[src/vector_regress_out_defines.svh]
// Assertion macros shared by the vector regress-out block.
`ifndef VECTOR_REGRESS_OUT_DEFINES_SVH
`define VECTOR_REGRESS_OUT_DEFINES_SVH
`ifndef SYNTHESIS
`define VRO_ASSERT(lbl, prop) \
	lbl: assert property (@(posedge clk) disable iff (!arst_n) prop) \
		else $error("vector_regress_out assertion failed");
`define VRO_ASSERT_NEVER(lbl, expr) \
	lbl: assert property (@(posedge clk) disable iff (!arst_n) !(expr)) \
		else $error("vector_regress_out forbidden condition");
`else
`define VRO_ASSERT(lbl, prop)
`define VRO_ASSERT_NEVER(lbl, expr)
`endif
`endif

[src/vro_pkg.sv]
// Types and constants of the vector regress-out block.
`timescale 1ns / 1ps
package vro_pkg;
	localparam int MAX_VERTICES = 4096;
	localparam int IDX_W = $clog2(MAX_VERTICES);
	localparam int CNT_W = IDX_W + 1;
	localparam int ENTRY_W = 33;

	localparam logic [1:0] OP_LOAD = 2'd0;
	localparam logic [1:0] OP_COMPUTE = 2'd1;
	localparam logic [1:0] OP_READ = 2'd2;
	localparam logic [1:0] OP_NONE = 2'd3;

	typedef struct packed {
		logic [1:0] op;
		logic [11:0] index;
		logic signed [15:0] value_in;
		logic signed [15:0] curv_in;
		logic excluded;
	} in_word_t;

	typedef struct packed {
		logic signed [15:0] curv_out;
		logic signed [15:0] curv_lo;
		logic signed [15:0] curv_hi;
		logic unchanged;
	} out_word_t;

	typedef struct packed {
		logic busy;
		logic done;
	} div_stat_t;

	typedef enum logic [3:0] {
		ST_IDLE, ST_RD, ST_SUM, ST_DIVM, ST_DIVC, ST_VAR, ST_DIVK, ST_ADJ, ST_DONE
	} state_t;
endpackage

[src/vro_div.sv]
// Restoring divider, one quotient bit per cycle.
`timescale 1ns / 1ps
module vro_div (
	input logic clk,
	input logic arst_n,
	input logic start,
	input logic [63:0] dividend,
	input logic [47:0] divisor,
	output vro_pkg::div_stat_t stat,
	output logic [63:0] quotient
);
	import vro_pkg::*;

	logic [6:0] cnt_q;
	logic busy_q;
	logic done_q;
	logic [47:0] rem_q;
	logic [63:0] quo_q;
	logic [47:0] dsr_q;
	logic [48:0] trial;
	logic [48:0] diff;

	// shift in the next dividend bit and try a subtract
	always_comb begin
		trial = {rem_q, quo_q[63]};
		diff = trial - {1'b0, dsr_q};
	end

	// control
	always_ff @(posedge clk or negedge arst_n) begin
		if (!arst_n) begin
			busy_q <= 1'b0;
			done_q <= 1'b0;
			cnt_q <= '0;
		end else begin
			done_q <= 1'b0;
			if (start) begin
				busy_q <= 1'b1;
				cnt_q <= '0;
			end else if (busy_q) begin
				cnt_q <= cnt_q + 7'd1;
				if (cnt_q == 7'd63) begin
					busy_q <= 1'b0;
					done_q <= 1'b1;
				end
			end
		end
	end

	// datapath: quo_q holds dividend bits shifting out and quotient bits shifting in
	always_ff @(posedge clk) begin
		if (start) begin
			rem_q <= '0;
			quo_q <= dividend;
			dsr_q <= divisor;
		end else if (busy_q) begin
			if (!diff[48]) begin
				rem_q <= diff[47:0];
				quo_q <= {quo_q[62:0], 1'b1};
			end else begin
				rem_q <= trial[47:0];
				quo_q <= {quo_q[62:0], 1'b0};
			end
		end
	end

	assign stat.busy = busy_q;
	assign stat.done = done_q;
	assign quotient = quo_q;
endmodule
[config.mk]
export PLATFORM = sky130hd
export DESIGN_NAME = vro_div
export DESIGN_NICKNAME = d
export VERILOG_FILES = /design/src/vector_regress_out_defines.svh /design/src/vro_pkg.sv /design/src/vro_div.sv
export SDC_FILE = /design/constraint.sdc
export NUM_CORES = 1
export LEC_CHECK = 0
export BUFFER_PORTS_ARGS = -buffer_cell sky130_fd_sc_hd__buf_2
export CORE_ASPECT_RATIO = 1.5
export CORE_MARGIN = 4
export CORE_UTILIZATION = 50
export CTS_BUF_LIST = sky130_fd_sc_hd__clkbuf_8
export CTS_CLUSTER_DIAMETER = 150
export DETAILED_ROUTE_END_ITERATION = 10
export PLACE_DENSITY = 0.7
export SLEW_MARGIN = 40
export SYNTH_ARGS = -nofsm -noshare
export SYNTH_HDL_FRONTEND = slang
export SYNTH_SLANG_ARGS = --single-unit
[constraint.sdc]
create_clock -name clk -period 8.15 [get_ports clk]
set_clock_uncertainty 0.15 [all_clocks]
set_input_delay 0 -clock clk [delete_from_list [all_inputs] [get_ports clk]]
set_output_delay 0 -clock clk [all_outputs]
set_load 0.1 [all_outputs]
==> flow_summary.toml <==
[synth]
synth_nets = 1084
syn_area_um2 = 9520
synth_area_leader_cell = "edfxtp_1"
netlist_top_cells_area = "edfxtp_1, dfxtp_1, mux2_2"
yosysTopAreaCellShare_pct = 35.3
async_flop_share_pct = 5.33
ys_ff_latch = 169
syn_avg_cell_area_um2 = 10.4
synth-main-ff-cell = "edfxtp_1"
synth_edf_count = 112
netlist_instances = 919
yosysSeqAreaShare_pct = 47.8
yosys_warnings = 0
synth_cell_type_count = 65

[routing]
avgViaCountPerCell = 5.38
drtPass1Iterations = 5
vias = 7818
wirelength_um = 23700
drc_errors = 0
drt_iter0_drc = 439
postRouteAntennaNets = 0
wl_per_cell_um = 16.3

[finish]
design_area_um2 = 12200
final_core_util_pct = 65.4
ff_latch_area_um2 = 4550
final_common_cell = "buf_2"
syn2layout_area_growth_pct = 27.9
final_cell_mix = "buf_2, dlygate4sd3_1, edfxtp_1"
nNetsFinal = 1353
multi_input_area_um2 = 4540
drive_above_1_share_pct = 24.6
final_cells = 1454
fillCellCount = 1483

[timing]
final-setup-viol-count = 0
slew_viol_final = 0
hold_viol = 0
maxSlewHeadroom_pct = 49.3
timing.final.crit_share_pct = 56.1
rsz0062_at_grt = "no"
tns_ns = 0
layout_min_cycle_time_ns = 4.57
worstMarginPinSlew_ns = 0.760
max_freq_mhz = 219

[worst_setup_path]
cp-start-kind = "flip-flop"
crit_start = "quotient[63]"
critical_path_class = "reg2reg"
cpMostUsedCell = "inv_1"
max_stage_delay_ns = 0.55
crit_fanout = 27
crit_arrival_ns = 4.79
reg2reg_from = "quotient[63]"
critPathRequiredTime_ns = 8.37
path_cells = "inv_1 -> ha_1 -> inv_1 -> fa_1 -> a211o_1 -> a211oi_2 -> a2111oi_2 -> o311ai_2 -> nand2_2 -> a32oi_4 -> xor2_4 -> buf_4 -> and2_1 -> a31oi_1 -> a211oi_1"
crit_slowest_cell = "xor2_4"
end_kind = "flip-flop"

[clock_tree]
postCtsResizedCells = 0
htree_levels = 4
cts_buffer_depth = 2
cts_tree = "done"
cts_buffers = 17
clkLatencyLatePin_ns = 0.47
path_clk_slew_ns = 0.10
post_cts_buffers = 0
clock-sinks = 169
clock-root-buffer = "clkbuf_8"

[pwr]
total_power_uw = 2180
irDropWorstVdd_uv = 155
power_density_nw_per_um2 = 179
leakage_uw = 0.00528

[placement]
routabilityCongestion = 0.883
placed_area_um2 = 10600
numPortBuffers = 180
dp_cells = 1306
hpwlAfterDp_um = 16200

[floorplanning]
ios = 181
die_w_um = 121
initial_utilization_pct = 51.1
rows = 61
die_area_um2 = 21300
fp.dieH_um = 177
core-area_um2 = 18600

[grt]
grt_max_degree = 94
grt_pass1_vias = 8187
grt-ovfl-total = 0
antenna_found_initial = 1
grt_pass1_wl_um = 38900
track_usage_pct = 22.6

[job]
maxCapViolations = 0

[status]
status = "finished clean"

[min_path]
hold_class = "in2reg"
min-delay-start = "divisor[40]"
[synth_stat cells (all sizes together) (2+ instances only)]
cell type and instances:
a311oi 23, a22oi 4, ha 49, or3 5, and3 5, a21o 29
o211ai 3, mux2 65, xnor2 32, o311ai 3, o21bai 8, nor3 9
mux2i 6, a211o 4, nand3 10, edfxtp 112, nand2b 10, dfrtp 9
o21ai 35, dfxtp 48, a21boi 3, and2 10, o21a 6, buf 12
o31ai 3, a211oi 20, nor2 74, a31oi 9, o31a 2, a21oi 62
xor2 17, inv 61, nor2b 8, o211a 2, nand2 89, a32oi 2
nand4 11, a221o 2, clkbuf 39, or2 2
[per-layer routing]
layer	vias to the layer above	part of all wire, %	GRT usage, %
met5	-	0	0
met4	0	3.5	9.92
met3	65	4.7	5.24
met2	225	54	41.8
met1	3647	38	24.3
li1	3881	-	-
[final timing paths]
path | cells past startpoint | end | slack, ns
max | 15 | rem_q[45] | 3.58
min reg2reg | 2 | rem_q[2] | 0.35
max reg2reg | 15 | rem_q[45] | 3.58
min in group asynchronous | 3 | cnt_q[0] | 0.35
max in group asynchronous | 3 | busy_q | 7.19
min | 2 | dsr_q[40] | 0.08
[power breakdown]
group / switching (uW) / total [uW] / internal, uW / leakage, uW
clock: 371 / 638 / 267 / 0.000217
combinational: 386 / 540 / 154 / 0.00341
sequential: 27.2 / 1000 / 977 / 0.00165
total: 785 / 2180 / 1400 / 0.00528
[final cells by class]
| class | instances | share of cell area, % |
|---|---|---|
| Clock inverter | 15 | 1.58 |
| Multi-Input combinational cell | 638 | 37.3 |
| Inverter | 61 | 1.88 |
| Antenna cell | 1 | 0.0206 |
| Sequential cell | 169 | 37.4 |
| Timing Repair Buffer | 301 | 17.3 |
| Clock buffer | 17 | 1.92 |
| Tap cell | 252 | 2.59 |
[registers in the layout, indices dropped and copies added (netlist names)]
signal    cells
busy_q        1
cnt_q         7
done_q        1
dsr_q        48
quotient     64
rem_q        48
[kinds of logic (layout without fill, tap and decap cells)]
kind of cell,after synthesis,after routing,synth area share [%]
multiplexers,71,71,8.32
XOR/XNOR,49,49,4.59
AND/OR/NAND/NOR,235,235,11.0
flip-flops,169,169,47.8
adder cells (fa/ha/maj),50,50,6.65
buffers and inverters,112,394,4.80
other,0,1,0
AO/OA/AOI/OAI,233,233,16.9
[repair_timing]
item,4_1_cts,5_1_grt
endpoints found under the setup margin,0,0
endpoints found under the hold margin,144,0
hold buffers,115,0
[stage by stage]
| stage | worst slack, ns | hold slack (ns) |
|---|---|---|
| 6_report | 3.58 | 0.0845 |
| 5_1_grt | 3.21 | 0.0559 |
| 4_1_cts | 3.54 | 0.0495 |
| 3_5_place_dp | 3.58 | -0.289 |
| 3_3_place_gp | 3.76 | -0.291 |
| 2_1_floorplan | 4.05 | -0.446 |
[critical path, delay by kind of cell (launching register included)]
family                   cells  cell delay [ns]
AO/OA/AOI/OAI                7             1.88
adder cells (fa/ha/maj)      2             0.57
AND/OR/NAND/NOR              2             0.35
buffers and inverters        3             0.53
flip-flops                   1             0.42
XOR/XNOR                     1             0.55
Power figures use the tool's default switching activity.
