## src/vector_regress_out_defines.svh

```systemverilog
// Assertion macros shared by the vector regress-out block.
`ifndef VECTOR_REGRESS_OUT_DEFINES_SVH
`define VECTOR_REGRESS_OUT_DEFINES_SVH
`ifndef SYNTHESIS
`define VRO_ASSERT(lbl, prop) \
	lbl: assert property (@(posedge clk) disable iff (!arst_n) prop) \
		else $error("vector_regress_out assertion failed");
`define VRO_ASSERT_NEVER(lbl, expr) \
	lbl: assert property (@(posedge clk) disable iff (!arst_n) !(expr)) \
		else $error("vector_regress_out forbidden condition");
`else
`define VRO_ASSERT(lbl, prop)
`define VRO_ASSERT_NEVER(lbl, expr)
`endif
`endif

```

## src/vro_ram.sv

```systemverilog
// Generic single-write, single-read RAM with registered read data.
`timescale 1ns / 1ps
module vro_ram #(
	parameter int WIDTH = 8,
	parameter int DEPTH = 16
) (
	input logic clk,
	input logic we,
	input logic [$clog2(DEPTH)-1:0] waddr,
	input logic [WIDTH-1:0] wdata,
	input logic [$clog2(DEPTH)-1:0] raddr,
	output logic [WIDTH-1:0] rdata
);
	logic [WIDTH-1:0] mem [DEPTH];

	// write port and registered read port
	always_ff @(posedge clk) begin
		if (we) begin
			mem[waddr] <= wdata;
		end
		rdata <= mem[raddr];
	end
endmodule

```

## config.mk

```make
export PLATFORM = sky130hd
export DESIGN_NAME = vro_ram
export DESIGN_NICKNAME = d
export VERILOG_FILES = /design/src/vector_regress_out_defines.svh /design/src/vro_ram.sv
export SDC_FILE = /design/constraint.sdc
export NUM_CORES = 1
export LEC_CHECK = 0
export ABC_AREA = 1
export BUFFER_PORTS_ARGS = -buffer_cell sky130_fd_sc_hd__buf_4
export CAP_MARGIN = 20
export CELL_PAD_IN_SITES_DETAIL_PLACEMENT = 0
export CELL_PAD_IN_SITES_GLOBAL_PLACEMENT = 1
export CORE_MARGIN = 3
export CORE_UTILIZATION = 50
export CTS_CLUSTER_SIZE = 25
export DETAILED_ROUTE_END_ITERATION = 10
export HOLD_SLACK_MARGIN = 0.05
export PLACE_DENSITY_LB_ADDON = 0.1
export SLEW_MARGIN = 40
export SYNTH_ARGS = -nofsm -noshare
export SYNTH_HDL_FRONTEND = slang
export SYNTH_SLANG_ARGS = --single-unit
```

## constraint.sdc

```tcl
create_clock -name clk -period 2.22 [get_ports clk]
set_input_delay 0.111 -clock clk [delete_from_list [all_inputs] [get_ports clk]]
set_output_delay 0.111 -clock clk [all_outputs]
set_load 0.01 [all_outputs]
```

==> results of run 1 <==
cell families (layout without fill, tap and decap cells):
| group | after synthesis | count (layout) |
|---|---|---|
| DFF | 136 | 136 |
| buffers and inverters | 126 | 165 |
| and+or+nand+nor | 289 | 289 |
sequential cells by signal, summed over array words and instances (netlist names):
register,cells
mem,128
rdata,8
synth_stat cells:
cell type	number
buf_6	6
buf_2	13
inv_1	100
nand3b_1	2
nand3_1	97
edfxtp_1	128
buf_4	4
nor2_1	17
buf_1	1
dfxtp_1	8
nand2_1	173
inv_2	2
cell usage in the layout, fill, tap and decap left out, drive strengths merged:
cell type    instances
edfxtp             128
clkinv               5
buf                 30
dfxtp                8
dlygate4sd3          1
nor2                17
nand3               97
inv                102
nand3b               2
clkinvlp             3
nand2              173
bufinv               6
clkbuf              18
final cells by class:
type / instances / area, µm² / area share [%]
timing repair buffer: 31 / 235 / 3.52
multi-input combinational: 289 / 1220 / 18.3
inverter: 102 / 383 / 5.74
clock inverter: 14 / 229 / 3.43
clock buffer: 18 / 429 / 6.43
tap: 140 / 175 / 2.62
sequential: 136 / 4000 / 60.0
routing by layer:
| layer | track usage, % | part of all wire (%) |
|---|---|---|
| met5 | 0 | 0 |
| met4 | 7.69 | 1.4 |
| met3 | 4.14 | 6.5 |
| met2 | 33.3 | 45 |
| met1 | 33.6 | 47 |
worst max-delay path by stage:
stage / to / slack (ns) / start / depth (start not counted)
2_1_floorplan: mem[10][0] / 1.16 / waddr[2] / 2
3_3_place_gp: mem[6][3] / 0.67 / waddr[3] / 3
3_5_place_dp: mem[6][5] / 0.61 / waddr[3] / 3
4_1_cts: mem[6][2] / 1.03 / waddr[3] / 3
5_1_grt: rdata[7] / 0.91 / raddr[0] / 9
6_report: rdata[7] / 1.05 / raddr[0] / 9
power by group through the flow:
stage	clock [µW]	combinational (µW)	sequential, µW
2_1_floorplan	0	203	2950
3_3_place_gp	0	362	2950
3_5_place_dp	0	365	2950
4_1_cts	3160	369	2900
5_1_grt	3290	410	2900
6_report	3140	367	2890
through the flow:
step	setup WS (ns)	instance area [µm²]	utilization [%]	cells
finish	1.05	6670	60.5	730
global route	0.910	6670	60.5	730
CTS	1.03	6670	60.5	730
detailed placement	0.611	6000	54.4	697
global placement	0.667	6000	54.4	697
floorplan	1.16	5770	-	551
==> out/summary.txt, run 1 <==
WP data required: 2.52 ns
Max incr delay on CP: 0.42 ns
Post-CTS Setup Inserts: 0
Final net count: 595
Core area: 11000 µm²
Adder-cell area share of the yosys netlist: 0%
Cts repair resizes: 0
IO Pins: 26
Mapped Area: 5770 µm²
Final slew viol count: 0
Post-synth cell types: 12
Slowest stage cell, crit path: buf_4
Routed wire length: 13300 µm
Psw: 1330 µW
Max Cap Viol: 0
First-pass GRT wire length: 21200 µm
Total grt overflow: 0
CTS clock-pin slew for the worst setup and hold paths: 0.06 ns
Initial DRC count: 404
RePlAce Congestion: 0.821
Gate power share: 5.7%
Min-Delay Endpoint: mem[3][0]
Layout area overhead: 15.7%
Fillers: 940
Clock power share: 49.1%
Buffer levels on the longest clock path: 2
Peak supply drop: 495 µV
Antenna Diode Count: 0
Crit Reg-Reg Startpoint: mem[15][5]
Synthesized area per cell: 10.5 µm²
Pwr/cell area: 959 nW/µm²
Vias in the first global route: 3652
DR vias/cell: 5.14
CP Launch Type: input pin
Root Buffer: clkbuf_16
Hold_ws: 0.0571 ns
Final-report hold violation count: 0
Proportion of layout cells with a drive suffix above 1: 10.7%
Fin Setup TNS: 0 ns
Period utilisation layout: 52.6%
WS Path Type: input pin to flip-flop
Total power: 6400 µW
Synth Net Count: 569
HP Class: input pin to flip-flop
Seq pwr share: 45.2%
Clock Latency Late Sink: 0.41 ns
Initial DRT Pass Iterations: 5
Crit. End Element: flip-flop
Pin count of the biggest net entering global routing: 47
Synth area leaders: edfxtp_1, nand2_1, nand3_1, inv_1, dfxtp_1
Switch share: 20.7%
WHS Path Cells: 1
Xor and xnor area share after synthesis: 0%
Unrepaired setup endpoints after global routing: no
Compound-Gate Fraction of Synth Area: 0%
Synth Register Bits: 136
Cell family with most CP delay: buffers and inverters
Crit Path Max Fanout: 46
# DRC: 0
Post-synthesis simple-gate area fraction: 21.0%
Cell Chain, Critical Path: buf_4, inv_2, buf_4, nand2_1, nand2_1, nand2_1, nand3_1, nand3_1, nand2_1
Slew HR: 46.5%
Dominant cell type by area after synthesis: edfxtp_1
Die X: 113 µm
Antenna violation net count after detailed routing: 0
Leak pwr: 0.00288 µW
Final setup fails: 0
Total GRT Usage: 22.4%
Worst path bufs/invs: 3
Inserted Clock Buffers: 17
WL/cell: 18.2 µm
Via count: 3750
Top cell type's share of synthesized area: 66.7%
Largest family of logic cells by synthesized area: simple AND/OR/NAND/NOR gates
CTS tree: yes
Clock Sinks: 136
Reg2reg end: rdata[5]
Synth warn: 0
Syn Inst Count: 551
DP HPWL: 8260 µm
Cts hold-fix bufs: 1
Height of the die: 113 µm
PortBufs: 25
Post-synthesis mux area share: 0%
Post-synthesis sequential area ratio: 69.4%
Final period demand of the worst path: 1.17 ns
Worst-Margin Slew: 0.799 ns
Core Rows: 38
Initial antenna violation count: 0
Initial core utilization: 52.3%
Arr. time, crit path: 1.47 ns
HP Start: wdata[0]
Cell-internal power: 5080 µW
Max H-tree Level: 4
Outcome: complete, no violations
Fmax: 856 MHz
R2R Setup Slk: 1.18 ns
Depth of the worst register-to-register path: 6
Worst path most repeated cell: nand2_1
Setup Skew: 0.00573 ns
DIE AREA: 12900 µm²
Power figures use the tool's default switching activity.
==> run 2: changes to the inputs <==
ABC_AREA = 0   (was 1)
clock period = 1.15 ns   (was 2.22 ns; I/O delays follow)
==> run 2 against run 1 <==
  * The run now ends with setup timing left
  * Die area shrank 10%
  * Via count shrank 35%
  * Setup slack lost 1.1 ns
  * Sequential share of layout area grew 2.8 points
  * Register-to-register slack lost 1.3 ns
  * Global-route usage shrank 4.2 points
  * Cell count shrank 39%
  * Combinational power grew 78%
  * Design area shrank 4.5%
  * Area after synthesis shrank 11%
  * Core utilization grew 3.8 points
  * Count of clock-buffer cells in the layout grew 9
  * Critical path type is now flip-flop to flip-flop
  * Largest power group is now sequential cells
==> out/summary.txt, run 2 <==
Leak pwr: 0.00214 µW (-26%)
Final slew viol count: 0 (unchanged)
Max reg flops: 128 (unchanged)
Pin count of the biggest net entering global routing: 19 (-60%)
Outcome: complete, but fails checks
Post-synthesis sequential area ratio: 77.8% (+8.4 points)
Antenna violation net count after detailed routing: 0 (unchanged)
Slew HR: 43.4% (-3.1 points)
Root Buffer: clkbuf_8
Ys async rst share: 0% (unchanged)
Max H-tree Level: 4 (unchanged)
Pwr/cell area: 1690 nW/µm² (+76%)
IO Pins: 26 (unchanged)
Largest regs: mem: 128 flops, rdata: 8 flops
Gate power share: 6.1% (+0.4 points)
First-pass GRT wire length: 14800 µm (-30%)
Total GRT Usage: 18.2% (-4.2 points)
Cell-internal power: 8620 µW (+70%)
Final net count: 319 (-46%)
Post-CTS Setup Inserts: 0 (unchanged)
Worst-Margin Slew: 0.846 ns (+0.0466 ns)
Setup Skew: 0.00648 ns (+0.000753 ns)
WL/cell: 21.0 µm (+15%)
Failing checks: setup timing
Setup ws final: -0.0857 ns (-1.14 ns)
Total power: 10700 µW (+68%)
Layout area overhead: 23.8%
Initial DRC count: 165 (-59%)
Proportion of layout cells with a drive suffix above 1: 41.4% (+31 points)
Commonest non-fill, non-tap cells in the layout: edfxtp_1, buf_4, mux4_2
# DRC: 0 (unchanged)
Top cell type's share of synthesized area: 74.7% (+8.0 points)
Syn Inst Count: 229 (-58%)
Max Cap Viol: 0 (unchanged)
Count leader, synth: edfxtp_1
Peak supply drop: 914 µV (+85%)
Top reg by flops: mem
CTS clock-pin slew for the worst setup and hold paths: 0.06 ns (about the same)
WS Path Type: flip-flop to flip-flop
Initial antenna violation count: 0 (unchanged)
Core Rows: 36 (-5.3%)
DP HPWL: 6250 µm (-24%)
HP Class: input pin to flip-flop
Dpl cells: 405 (-42%)
Psw: 2130 µW (+61%)
Period utilisation layout: 107%
Final setup fails: 8 (+8)
Place WS: -0.278 ns (-0.889 ns)
Initial DRT Pass Iterations: 4 (-1)
DR vias/cell: 5.45 (+6.2%)
Buffer levels on the longest clock path: 2 (unchanged)
CP Launch Type: flip-flop
Switch share: 19.8% (-0.90 points)
Arr. time, crit path: 1.62 ns (+0.15 ns)
Seq pwr share: 52.0% (+6.8 points)
Clock power share: 41.9% (-7.2 points)
Final-report hold violation count: 0 (unchanged)
CTS tree: yes
Vias in the first global route: 2602 (-29%)
Synthesized area per cell: 22.5 µm² (+110%)
EDFF count, synth: 128 (unchanged)
Clock Latency Late Sink: 0.50 ns (+0.09 ns)
Mapped Area: 5150 µm² (-11%)
Synth warn: 0 (unchanged)
Fillers: 705 (-25%)
RePlAce Congestion: 0.737 (-10%)
Initial core utilization: 51.9% (-0.34 points)
Fmax: 809 MHz
DIE AREA: 11500 µm² (-10%)
Crit. End Element: flip-flop
Height of the die: 107 µm (-5.2%)
Post-synth cell types: 19 (+7)
Synth Net Count: 247 (-57%)
PortBufs: 25 (unchanged)
Commonest non-fill, non-tap cell in the layout: edfxtp_1
Post-synth top cells: edfxtp_1, mux4_2, a22oi_1
Inserted Clock Buffers: 17 (unchanged)
WP data required: 1.53 ns (-0.99 ns)
Synth area leaders: edfxtp_1, mux4_2, mux4_1, dfxtp_1, a22oi_1
Synth Flop Type: edfxtp_1
Routed wire length: 9380 µm (-30%)
Clock Sinks: 136 (unchanged)
Final period demand of the worst path: 1.24 ns
Non-Filler Instances: 447 (-39%)
Via count: 2438 (-35%)
Dominant cell type by area after synthesis: edfxtp_1
Total grt overflow: 0 (unchanged)
Die X: 107 µm (-5.2%)
Antenna Diode Count: 0 (unchanged)
Crit Path Max Fanout: 1 (-98%)
Unrepaired setup endpoints after global routing: yes
Core area: 9910 µm² (-10%)
Post-layout util: 64.3% (+3.8 points)
Synth Register Bits: 136 (unchanged)
## run 2: cell count changes after synthesis, sizes merged, moves of 16 or more
cell	previous run	this run
a22oi	0	16
buf	24	7
inv	102	0
mux4	0	32
nand2	173	9
nand3	97	1
## run 2: final timing paths
kind	startpoint	end	slack [ns]	cells past startpoint
setup / recovery	mem[9][6]	rdata[6]	-0.09	3
hold / removal	raddr[2]	rdata[0]	0.06	4
hold reg to reg	mem[6][4]	rdata[4]	0.67	3
setup reg to reg	mem[9][6]	rdata[6]	-0.09	3
## run 2: repair_timing
action | CTS | global route
pin swaps | 6 | 2
endpoints found under the setup margin | 8 | 42
gates resized for setup | 23 | 7
endpoints found under the hold margin | 136 | 0
hold buffers | 10 | 0
## run 2: cell type report
type                            instances  area [µm²]  share of cell area (%)
Clock buffer                           27         472                    7.40
Sequential cell                       136        4000                    62.8
Clock inverter                          5        25.0                   0.393
Multi-Input combinational cell         83        1110                    17.4
Timing Repair Buffer                   63         601                    9.42
Tap cell                              133         166                    2.61
## run 2: power groups by stage
stage          combinational, µW  clock (µW)  sequential [µW]
2_1_floorplan                291           0             5680
3_5_place_dp                 599           0             5690
3_3_place_gp                 597           0             5680
6_report                     654        4510             5590
4_1_cts                      662        4630             5590
5_1_grt                      711        4870             5590
## run 2: through the flow
step / setup TNS, ns / hold WS (ns) / cell area, µm²
after floorplan: -0.397 / 0.156 / 5190
after global placement: -5.76 / 0.363 / 5750
after detailed placement: -6.30 / 0.370 / 5750
after CTS: -0.628 / 0.0928 / 6350
after global routing: -0.963 / 0.0855 / 6370
final: -0.522 / 0.0555 / 6370
## run 2: metal layers
metal  track usage, %  part of all wire (%)
met2             29.6                    52
met1             24.1                    41
met5                0                     0
met4             5.95                  0.41
met3             5.10                   6.8
## run 2: cell families after synthesis
family          synth area share (%)
compound gates                  2.33
flops                           77.8
simple gates                    3.18
buf+inv                         1.68
mux                             15.0
## run 2: critical path: stages, from the launching register on
cell,delay [ns]
edfxtp_1,0.38
mux4_2,0.47
a22oi_2,0.18
nand2_1,0.08
